[src/hdl/ebdc_pkg.sv]
// shared types, constants and helpers for the encoder/button dimmer control
package ebdc_pkg;

  localparam int LEVEL_W    = 7;
  localparam int STEP_W     = 5;
  localparam int HOLD_W     = 16;
  localparam int TIME_W     = 32;
  localparam int KELVIN_W   = 13;
  localparam int CFG_IDX_W  = 3;
  localparam int CFG_DATA_W = 16;

  // register indexes
  localparam logic [CFG_IDX_W-1:0] REG_LEVEL_STEP    = 3'd0;
  localparam logic [CFG_IDX_W-1:0] REG_ROTATE_HOLD   = 3'd1;
  localparam logic [CFG_IDX_W-1:0] REG_BUTTON_HOLD   = 3'd2;
  localparam logic [CFG_IDX_W-1:0] REG_LONG_PRESS    = 3'd3;
  localparam logic [CFG_IDX_W-1:0] REG_MAX_LEVEL     = 3'd4;
  localparam logic [CFG_IDX_W-1:0] REG_RESTORE_LEVEL = 3'd5;

  // register reset values
  localparam logic [STEP_W-1:0]  LEVEL_STEP_RST    = 5'd2;
  localparam logic [HOLD_W-1:0]  ROTATE_HOLD_RST   = 16'd20;
  localparam logic [HOLD_W-1:0]  BUTTON_HOLD_RST   = 16'd50;
  localparam logic [HOLD_W-1:0]  LONG_PRESS_RST    = 16'd2000;
  localparam logic [LEVEL_W-1:0] MAX_LEVEL_RST     = 7'd99;
  localparam logic [LEVEL_W-1:0] RESTORE_LEVEL_RST = 7'd50;

  localparam logic [LEVEL_W-1:0] LEVEL_RST = 7'd50;
  localparam logic [LEVEL_W-1:0] LEVEL_WAKE = 7'd1;

  localparam logic [KELVIN_W-1:0] KELVIN_WARM    = 13'd3000;
  localparam logic [KELVIN_W-1:0] KELVIN_NEUTRAL = 13'd4600;
  localparam logic [KELVIN_W-1:0] KELVIN_COLD    = 13'd6500;

  typedef struct packed {
    logic [STEP_W-1:0]  level_step;
    logic [HOLD_W-1:0]  rotate_holdoff_ms;
    logic [HOLD_W-1:0]  button_holdoff_ms;
    logic [HOLD_W-1:0]  long_press_ms;
    logic [LEVEL_W-1:0] max_level;
    logic [LEVEL_W-1:0] restore_level;
  } cfg_t;

  typedef struct packed {
    logic                prev_phase_a;
    logic [TIME_W-1:0]   last_step_time;
    logic [TIME_W-1:0]   press_start_time;
    logic                prev_button;
    logic                press_active;
    logic                press_consumed;
    logic                on_flag;
    logic [LEVEL_W-1:0]  level_first;
    logic [LEVEL_W-1:0]  level_second;
    logic                temp_mode;
    logic [KELVIN_W-1:0] kelvin;
  } state_t;

  typedef struct packed {
    logic                lamp_on;
    logic [LEVEL_W-1:0]  level_first;
    logic [LEVEL_W-1:0]  level_second;
    logic                temp_mode;
    logic [KELVIN_W-1:0] temp_kelvin;
    logic                save_request;
    logic                drive_update;
    logic                temp_apply;
  } result_t;

  // colour temperature cycle: warm -> neutral -> cold -> warm
  function automatic logic [KELVIN_W-1:0] kelvin_next(input logic [KELVIN_W-1:0] k);
    logic [KELVIN_W-1:0] r;
    if (k <= KELVIN_WARM) begin
      r = KELVIN_NEUTRAL;
    end else if (k >= KELVIN_COLD) begin
      r = KELVIN_WARM;
    end else if (k >= KELVIN_NEUTRAL) begin
      r = KELVIN_COLD;
    end else begin
      r = KELVIN_NEUTRAL;
    end
    return r;
  endfunction

endpackage

[src/hdl/ebdc_step.sv]
// next-state and result logic for one scan sample
module ebdc_step (
  input  ebdc_pkg::cfg_t                  cfg,
  input  ebdc_pkg::state_t                cur,
  input  logic                            phase_a,
  input  logic                            phase_b,
  input  logic                            button_level,
  input  logic [ebdc_pkg::TIME_W-1:0]     now_ms,
  output ebdc_pkg::state_t                nxt,
  output ebdc_pkg::result_t               res
);
  import ebdc_pkg::*;

  logic [TIME_W-1:0]  rot_diff;
  logic [TIME_W-1:0]  press_diff;
  logic               rot_ok;
  logic [LEVEL_W:0]   lv_sum;
  logic [LEVEL_W:0]   lv_up_raw;
  logic [LEVEL_W-1:0] lv_up;
  logic [LEVEL_W-1:0] lv_step;
  logic [LEVEL_W-1:0] lv_down;
  logic               save;
  logic               drive;
  logic               apply;

  assign rot_diff   = now_ms - cur.last_step_time;
  assign press_diff = now_ms - cur.press_start_time;
  assign rot_ok     = (phase_a != cur.prev_phase_a) &&
                      (rot_diff >= {{(TIME_W-HOLD_W){1'b0}}, cfg.rotate_holdoff_ms});

  // step up adds only below the limit, then clamps
  assign lv_step   = {{(LEVEL_W-STEP_W){1'b0}}, cfg.level_step};
  assign lv_sum    = {1'b0, cur.level_first} + {1'b0, lv_step};
  assign lv_up_raw = (cur.level_first < cfg.max_level) ? lv_sum : {1'b0, cur.level_first};
  assign lv_up     = (lv_up_raw > {1'b0, cfg.max_level}) ? cfg.max_level
                                                         : lv_up_raw[LEVEL_W-1:0];
  assign lv_down   = (cur.level_first > lv_step) ? (cur.level_first - lv_step)
                                                 : '0;

  always_comb begin
    nxt   = cur;
    save  = 1'b0;
    drive = 1'b0;
    apply = 1'b0;

    if (rot_ok) begin
      nxt.last_step_time = now_ms;
      if (!cur.on_flag) begin
        nxt.on_flag      = 1'b1;
        nxt.level_first  = LEVEL_WAKE;
        nxt.level_second = LEVEL_WAKE;
      end else if (phase_a != phase_b) begin
        nxt.level_first  = lv_up;
        nxt.level_second = lv_up;
      end else begin
        nxt.level_first  = lv_down;
        nxt.level_second = lv_down;
      end
      nxt.temp_mode = 1'b0;
      save  = 1'b1;
      drive = 1'b1;
    end
    nxt.prev_phase_a = phase_a;

    if (!button_level && cur.prev_button) begin
      // bounced edges leave the press state alone
      if (press_diff >= {{(TIME_W-HOLD_W){1'b0}}, cfg.button_holdoff_ms}) begin
        nxt.press_active     = 1'b1;
        nxt.press_consumed   = 1'b0;
        nxt.press_start_time = now_ms;
      end
    end else if (!button_level && cur.press_active && !cur.press_consumed) begin
      if (press_diff >= {{(TIME_W-HOLD_W){1'b0}}, cfg.long_press_ms}) begin
        nxt.press_consumed = 1'b1;
        if (!nxt.on_flag) begin
          nxt.on_flag      = 1'b1;
          nxt.level_first  = cfg.restore_level;
          nxt.level_second = cfg.restore_level;
        end
        nxt.temp_mode = 1'b1;
        nxt.kelvin    = kelvin_next(cur.kelvin);
        apply = 1'b1;
        save  = 1'b1;
      end
    end else if (button_level && !cur.prev_button) begin
      if (cur.press_active && !cur.press_consumed) begin
        if (!nxt.on_flag) begin
          if (nxt.level_first == '0) begin
            nxt.level_first = cfg.restore_level;
          end
          if (nxt.level_second == '0) begin
            nxt.level_second = cfg.restore_level;
          end
          nxt.on_flag = 1'b1;
        end else begin
          nxt.on_flag = 1'b0;
        end
        save  = 1'b1;
        drive = 1'b1;
      end
      nxt.press_active   = 1'b0;
      nxt.press_consumed = 1'b0;
    end
    nxt.prev_button = button_level;
  end

  always_comb begin
    res.lamp_on      = nxt.on_flag;
    res.level_first  = nxt.level_first;
    res.level_second = nxt.level_second;
    res.temp_mode    = nxt.temp_mode;
    res.temp_kelvin  = nxt.kelvin;
    res.save_request = save;
    res.drive_update = drive;
    res.temp_apply   = apply;
  end

endmodule

[src/hdl/encoder_button_dimmer_control.sv]
// top level: rotary encoder dimmer with short/long press button
// Each input beat is one scan sample (encoder phases, active-low button, ms
// timestamp) and yields exactly one output beat holding the lamp state after
// that sample plus the save/drive/apply pulses. A sample is accepted in any
// cycle where the output register is empty or is being emptied, so the block
// sustains one beat per clock while out_ready is high; the result appears in
// the next cycle. All per-sample work is a single pass of compare-and-update
// logic on the state registers, whose critical path is a 32-bit timestamp
// subtract and compare. Configuration writes land on the next clock edge and
// should only be issued while no beat is pending on the output.
module encoder_button_dimmer_control (
  input  logic                                clk,
  input  logic                                rst_n,
  // configuration write port
  input  logic                                cfg_we,
  input  logic [ebdc_pkg::CFG_IDX_W-1:0]      cfg_index,
  input  logic [ebdc_pkg::CFG_DATA_W-1:0]     cfg_wdata,
  // sample channel
  input  logic                                in_valid,
  output logic                                in_ready,
  input  logic                                in_phase_a,
  input  logic                                in_phase_b,
  input  logic                                in_button_level,
  input  logic [ebdc_pkg::TIME_W-1:0]         in_now_ms,
  // result channel
  output logic                                out_valid,
  input  logic                                out_ready,
  output logic                                out_lamp_on,
  output logic [ebdc_pkg::LEVEL_W-1:0]        out_level_first,
  output logic [ebdc_pkg::LEVEL_W-1:0]        out_level_second,
  output logic                                out_temp_mode,
  output logic [ebdc_pkg::KELVIN_W-1:0]       out_temp_kelvin,
  output logic                                out_save_request,
  output logic                                out_drive_update,
  output logic                                out_temp_apply
);
  import ebdc_pkg::*;

  cfg_t    cfg_r;
  state_t  state_r;
  state_t  state_nxt;
  result_t res_nxt;
  result_t out_r;
  logic    out_valid_r;
  logic    in_fire;

  // output register empty or draining this cycle -> take a new sample
  assign in_ready = !out_valid_r || out_ready;
  assign in_fire  = in_valid && in_ready;

  // configuration registers, each masked to its own width
  always_ff @(posedge clk) begin
    if (!rst_n) begin
      cfg_r.level_step        <= LEVEL_STEP_RST;
      cfg_r.rotate_holdoff_ms <= ROTATE_HOLD_RST;
      cfg_r.button_holdoff_ms <= BUTTON_HOLD_RST;
      cfg_r.long_press_ms     <= LONG_PRESS_RST;
      cfg_r.max_level         <= MAX_LEVEL_RST;
      cfg_r.restore_level     <= RESTORE_LEVEL_RST;
    end else if (cfg_we) begin
      unique case (cfg_index)
        REG_LEVEL_STEP:    cfg_r.level_step        <= cfg_wdata[STEP_W-1:0];
        REG_ROTATE_HOLD:   cfg_r.rotate_holdoff_ms <= cfg_wdata[HOLD_W-1:0];
        REG_BUTTON_HOLD:   cfg_r.button_holdoff_ms <= cfg_wdata[HOLD_W-1:0];
        REG_LONG_PRESS:    cfg_r.long_press_ms     <= cfg_wdata[HOLD_W-1:0];
        REG_MAX_LEVEL:     cfg_r.max_level         <= cfg_wdata[LEVEL_W-1:0];
        REG_RESTORE_LEVEL: cfg_r.restore_level     <= cfg_wdata[LEVEL_W-1:0];
        default: ;  // writes beyond the register list are dropped
      endcase
    end
  end

  // per-sample update logic
  ebdc_step u_step (
    .cfg          (cfg_r),
    .cur          (state_r),
    .phase_a      (in_phase_a),
    .phase_b      (in_phase_b),
    .button_level (in_button_level),
    .now_ms       (in_now_ms),
    .nxt          (state_nxt),
    .res          (res_nxt)
  );

  // dimmer state, advanced once per accepted sample
  always_ff @(posedge clk) begin
    if (!rst_n) begin
      state_r.prev_phase_a     <= 1'b1;
      state_r.last_step_time   <= '0;
      state_r.press_start_time <= '0;
      state_r.prev_button      <= 1'b1;
      state_r.press_active     <= 1'b0;
      state_r.press_consumed   <= 1'b0;
      state_r.on_flag          <= 1'b0;
      state_r.level_first      <= LEVEL_RST;
      state_r.level_second     <= LEVEL_RST;
      state_r.temp_mode        <= 1'b0;
      state_r.kelvin           <= KELVIN_NEUTRAL;
    end else if (in_fire) begin
      state_r <= state_nxt;
    end
  end

  // output register: valid is control, payload loads on accept only
  always_ff @(posedge clk) begin
    if (!rst_n) begin
      out_valid_r <= 1'b0;
    end else if (in_fire) begin
      out_valid_r <= 1'b1;
    end else if (out_ready) begin
      out_valid_r <= 1'b0;
    end
  end

  always_ff @(posedge clk) begin
    if (in_fire) begin
      out_r <= res_nxt;
    end
  end

  assign out_valid        = out_valid_r;
  assign out_lamp_on      = out_r.lamp_on;
  assign out_level_first  = out_r.level_first;
  assign out_level_second = out_r.level_second;
  assign out_temp_mode    = out_r.temp_mode;
  assign out_temp_kelvin  = out_r.temp_kelvin;
  assign out_save_request = out_r.save_request;
  assign out_drive_update = out_r.drive_update;
  assign out_temp_apply   = out_r.temp_apply;

`ifndef SYNTH
  // every accepted sample produces a beat on the next cycle
  a_fire_gives_beat: assert property (@(posedge clk) disable iff (!rst_n)
    in_fire |=> out_valid_r)
    else $error("accepted sample produced no result beat");

  // a colour temperature change always leaves temperature mode active
  a_apply_sets_mode: assert property (@(posedge clk) disable iff (!rst_n)
    (out_valid_r && out_r.temp_apply) |-> out_r.temp_mode)
    else $error("temp_apply without temp_mode");

  // kelvin only ever holds the warm, neutral or cold point of the colour temperature sequence
  a_kelvin_legal: assert property (@(posedge clk) disable iff (!rst_n)
    state_r.kelvin == KELVIN_WARM || state_r.kelvin == KELVIN_NEUTRAL ||
    state_r.kelvin == KELVIN_COLD)
    else $error("kelvin left the warm/neutral/cold cycle");
`endif

endmodule

[config.mk]
export PLATFORM = sky130hd
export DESIGN_NAME = encoder_button_dimmer_control
export DESIGN_NICKNAME = d
export VERILOG_FILES = /design/src/hdl/ebdc_pkg.sv /design/src/hdl/ebdc_step.sv /design/src/hdl/encoder_button_dimmer_control.sv
export SDC_FILE = /design/constraint.sdc
export NUM_CORES = 1
export LEC_CHECK = 0
export ABC_AREA = 1
export BUFFER_PORTS_ARGS = -buffer_cell sky130_fd_sc_hd__buf_2
export CELL_PAD_IN_SITES_DETAIL_PLACEMENT = 1
export CELL_PAD_IN_SITES_GLOBAL_PLACEMENT = 2
export CORE_MARGIN = 2
export CORE_UTILIZATION = 35
export DETAILED_ROUTE_END_ITERATION = 6
export PLACE_DENSITY_LB_ADDON = 0.2
export REMOVE_ABC_BUFFERS = 1
export SYNTH_ARGS = -nofsm -noshare
export SYNTH_HDL_FRONTEND = slang
export SYNTH_SLANG_ARGS = --single-unit
[constraint.sdc]
create_clock -name clk -period 3.9 [get_ports clk]
set_input_delay 0 -clock clk [delete_from_list [all_inputs] [get_ports clk]]
set_output_delay 0 -clock clk [all_outputs]
set_load 0.01 [all_outputs]
**After elaboration in Yosys (flattened, before gate mapping)**

Index checks and enable logic that the tools add are counted.
W data, S select, Z words.

- Bits in registers: 197
- Output and inout port bits: 34
- Logic and storage cells: 113
- Input bits: 59

- Multiplexer cells: 34
- Order comparisons: 9
- Bitwise gates (word level): 1
- Eq/ne operators: 10
- Add/subtract/negate cells: 4
- Reductions and logical operators: 29

Operators with widths:

| kind | number |
|---|---|
| $ge A32 B16 Y1 | 3 |
| $mux W14 | 5 |
| $sub A32 B32 Y32 | 2 |
| $mux W16 | 2 |
| $mux W30 | 1 |
| $mux W29 | 1 |
| $mux W7 | 4 |
| $ge A13 B13 Y1 const B | 2 |
| $mux W13 | 2 |
| $mux W17 | 1 |
| $mux W15 | 1 |
| $logic_not A7 Y1 | 2 |
| $reduce_and A2 Y1 | 7 |
| $le A13 B12 Y1 const B | 1 |
| $mux W1 | 13 |
| $mux W12 | 1 |
| $add A7 B5 Y8 | 1 |
| $gt A8 B7 Y1 | 1 |
| $mux W8 | 1 |
| $reduce_and A4 Y1 | 2 |
| $gt A7 B5 Y1 | 1 |
| $logic_and A1 B1 Y1 | 7 |
| $lt A7 B7 Y1 | 1 |
| $sub A7 B5 Y7 | 1 |
| 16 further kinds | 24 |

**Logic depth before layout (Yosys ltp)**

- Depth in word-level cells: 14
- Depth in mapped cells: 34
- Depth with buffers taken out: 33

**By module**

From an unflattened synthesis, not the netlist that was laid out.

- Cells, all modules: 2612
- Area total of the unflattened synthesis: 16410.7 sq um

By module, submodules not included:

| module | area each (sq um) | times used | seq. area each (sq um) | cells each |
|---|---|---|---|---|
| ebdc_step | 8873.5 | 1 | 0.0 | 1686 |
| encoder_button_dimmer_control | 7537.2 | 1 | 4264.1 | 926 |

**Least setup slack after synthesis**

OpenSTA, ideal clock, no wires.

- Kind: register -> register
- Start: reg cfg_r[64] in the netlist's numbering
- End: reg out_r (netlist bit out_level_second[1]) (data pin)
- Slack: 384 ps
- Data arrival time: 3261 ps
- Cell stages (with the launch flop): 29
- Data required time: 3645 ps
- Period minus slack after synthesis: 3516 ps
- Buffers on the path: 1
- Setup time: 255 ps
- Cell sequence: dfxtp_1 -> inv_1 -> ha_1 -> buf_2 -> inv_1 -> a21oi_1 -> nand2_1 -> xor2_1 -> o21ai_0 -> ha_1 -> a21oi_1 -> o21ai_0 -> nand2_1 -> nand2_1 -> nand2_1 -> nand2_1 -> nand2_1 -> nand2_1 -> o21ai_0 -> nand2_1 -> nand2_1 -> nand3_1 -> nand2_1 -> inv_1 -> nand2_1 -> nor2_4 -> nand2_2 -> o21ai_2 -> and2_1

RTL lines:

| item | line | source |
|---|---|---|
| start: declaration | encoder_button_dimmer_control.sv:39 | `cfg_t cfg_r;` |
| end signal: assignment | encoder_button_dimmer_control.sv:117 | `out_r <= res_nxt;` |
| end: declaration | encoder_button_dimmer_control.sv:43 | `result_t out_r;` |

==> results.md <==
* Outcome: finished, violations left
* Failing checks: setup timing
* Slowest cell delay on critical path at 0.34 ns
* Fin cells at between 3000 and 4000
* CTS H-tree lvls at 4
* Max IR drop VDD at roughly 0.28 mV
* CP max stage cell: dfxtp_2
* Family with the most delay on the worst path: simple AND/OR/NAND/NOR gates
* Port Buf Inserts at 92
* Ys flop type: dfxtp_1
* Distinct cell type count of the synthesized netlist at 49
* WP depth at 28
* Io pins at 93
* PwrDens at 371 mW/mm^2
* Final Hold Vio Count at 0
* Core Util, Final at 0.463
* Fin. max-slew vios at 0
* Max-cap violations at 0
* Total Die Area at 0.0437 sq mm
* Initial DRC count at about 580
* Layout cells sized above 1 at 0.224
* Pre-CTS setup slack at -0.313 ns
* TritonCTS buffer count at 17
* Reg-to-Reg End: out_level_first[1]
* Total number of vias at roughly 15000
* Crit start category: register
* Placed Cells at 2988
* LEAKAGE at slightly above 9 nW
* CTS root buffer: clkbuf_16
* Die H at approximately 210 um
* Post-Syn Area at between 0.01 and 0.015 sq mm
* R2R cell count at 28
* Post-synthesis register bit count at about 200
* Worst setup path start: state_r[73]
* CTS tree: built
* Pre-Repair DR Iteration Count at 4
* Period utilisation layout at 1.03
* Largest cells by area after synthesis: dfxtp_1 22%, nand2_1 15%, ha_1 11%
* Top-count cell post-synth: nand2_1
* Remaining DRCs at 0
* RSZ-0062 raised after global routing: true
* Initial Util at 0.352
* Reg2reg start: state_r[73]
* Clk slew on worst S/H paths at ~0.09 ns
* Final HPWL DP at just over 40000 um
* Crit path setup slack, layout at -0.128 ns
* Diode count at 0
* Clk buf depth at 2
* # rows at between 70 and 80
* Antenna violations before repair at 1
* Final ANT Viol Nets at 0
* CP arrival at approximately 4.3 ns
* Most frequent cells after synthesis: 584 x nand2_1, 379 x inv_1, 211 x a21oi_1
* Final setup fails at 26
* Slew headroom at 0.363
* Average cell area after synthesis at roughly 6.5 sq um
* Crit path buf inv count at 4
* Synth Instances at around 2300
* Number of synthesized flops with an enable pin at 32
* Post-synth top area cell: dfxtp_1
* Worst skew pair latency at 0.51 ns
* Worst Setup EP: out_level_first[1]
* Vias per std cell at 4.95
* Final total power at 7.17 mW
* Vias in the first global route at roughly 16000
* Seq/Total Area, Yosys at 0.290
* Endpoint type of the worst setup path: register
* Crit path required time at 4.16 ns
* Drt wl/cell at 17.8 um
* Post-Route WL at around 55000 um
* First-pass GRT wire length at roughly 80000 um
* Gr ovfl total at 0
* Placer congestion estimate at between 0.8 and 0.9
* Final net count at 2753
* Crit Path Class: register to register
* Die width at 209 um
* Area delta synth->final at 31.3%
* Tmin final at around 4.0 ns
* Crit Path Max Fanout at 8
* Reg-to-reg setup timing slack at -0.13 ns
* Slew @ Worst Pin at 0.955 ns
* Ys Warns at 0
* Setup Skew at ~0.020 ns
* Post-synth ARST share at 0
* # clock sinks at between 150 and 200
* Total track usage at 0.241
* Area of the core at 0.0418 sq mm
* Hold crit path type: input pin to register
* Fmax at around 250 MHz
* Most frequent CP cell: nand2_4
* Min Hold Slack at approximately 0.022 ns
* Synth top area share at 0.224
* Pin count of the biggest net entering global routing at 72
==> power by group <==
part | internal [mW] | switching (mW) | leakage (nW)
sequential | 2.20 | 0.0581 | 1.66
combinational | 1.23 | 1.78 | 7.28
clock | 0.924 | 0.978 | 0.298
total | 4.36 | 2.82 | 9.24
==> worst min path at each step <==
stage                 startpoint          end  depth (start not counted)  slack [ns]
floorplan                  rst_n  state_r[96]                          1        0.08
global placement      in_phase_a  state_r[96]                          3        0.25
detailed placement    in_phase_a  state_r[96]                          3        0.27
CTS                 cfg_index[1]    cfg_r[63]                          5       0.003
global route        cfg_index[1]     cfg_r[1]                          6        0.07
finish              cfg_index[1]     cfg_r[5]                          6        0.02
==> metal layers <==
| metal | vias up | GRT usage | wire, um |
|---|---|---|---|
| li1 | 7832 | - | - |
| met1 | 7314 | 0.276 | 23700 |
| met2 | 159 | 0.458 | 28900 |
| met3 | 77 | 0.0295 | 1150 |
| met4 | 2 | 0.0845 | 1440 |
| met5 | - | 0 | 11 |
==> registers in the layout, indices dropped and copies added, names as in the netlist <==
signal / cells
out_save_request: 1
out_lamp_on: 1
out_temp_apply: 1
out_drive_update: 1
out_temp_mode: 1
out_temp_kelvin: 13
out_level_second: 7
out_level_first: 7
out_valid: 1
state_r: 97
cfg_r: 67
==> worst reg2reg max path, delay by kind of cell, from the launching register on <==
kind / cells / cell delay [ns]
buffers and inverters: 4 / 0.47
adders and majority gates: 2 / 0.55
xor gates and xnor gates: 1 / 0.17
and+or+nand+nor: 19 / 2.01
AOI/OAI and AO/OA: 2 / 0.25
DFF: 1 / 0.34
==> area by class of cell <==
| type | count | area (sq um) |
|---|---|---|
| fill | 5327 | 22400 |
| multi-input combinational | 1626 | 9750 |
| sequential | 197 | 4280 |
| timing repair buffer | 326 | 2530 |
| inverter | 387 | 1480 |
| tap | 539 | 674 |
| clock buffer | 18 | 429 |
| clock inverter | 14 | 183 |
==> metrics by stage <==
step	instance area (sq um)	TNS (ns)
2_1_floorplan	14500	0
3_3_place_gp	16800	-4.72
3_5_place_dp	16800	-7.02
4_1_cts	18300	-0.0143
5_1_grt	19300	-15.94
6_report	19300	-1.71
==> layout by cell type, fill, tap and decap left out, types with 19 or more instances in the layout <==
master	synthesis	routed
nand3_1	133	117
buf_2	6	91
dlygate4sd3_1	0	53
inv_2	6	23
inv_1	379	360
dfxtp_1	165	153
nand4_1	25	25
xor2_1	35	26
nand2_4	4	19
ha_1	135	112
a21oi_1	211	192
ha_4	0	19
nor2_2	10	19
nand2_2	27	65
edfxtp_1	32	32
o21ai_1	8	25
o21ai_0	161	130
buf_4	3	165
nor2_1	185	167
clkbuf_16	0	22
nand2_1	584	527
a21oi_2	6	23
==> cells by family after synthesis <==
family / count (synthesis) / share of synthesized area
and+or+nand+nor: 1013 / 0.294
buffers and inverters: 436 / 0.115
AOI/OAI and AO/OA: 432 / 0.157
DFF: 197 / 0.290
adders and majority gates: 139 / 0.120
xor gates and xnor gates: 41 / 0.0244
==> timing repair <==
action	in CTS	in global routing
pin swaps	15	56
setup buffers	6	19
gates cloned	1	8
hold endpoints to repair	134	0
hold buffers	53	0
gates resized for setup	71	218
endpoints found under the setup margin	63	121
Note: power is estimated with default switching activity, not from simulation.
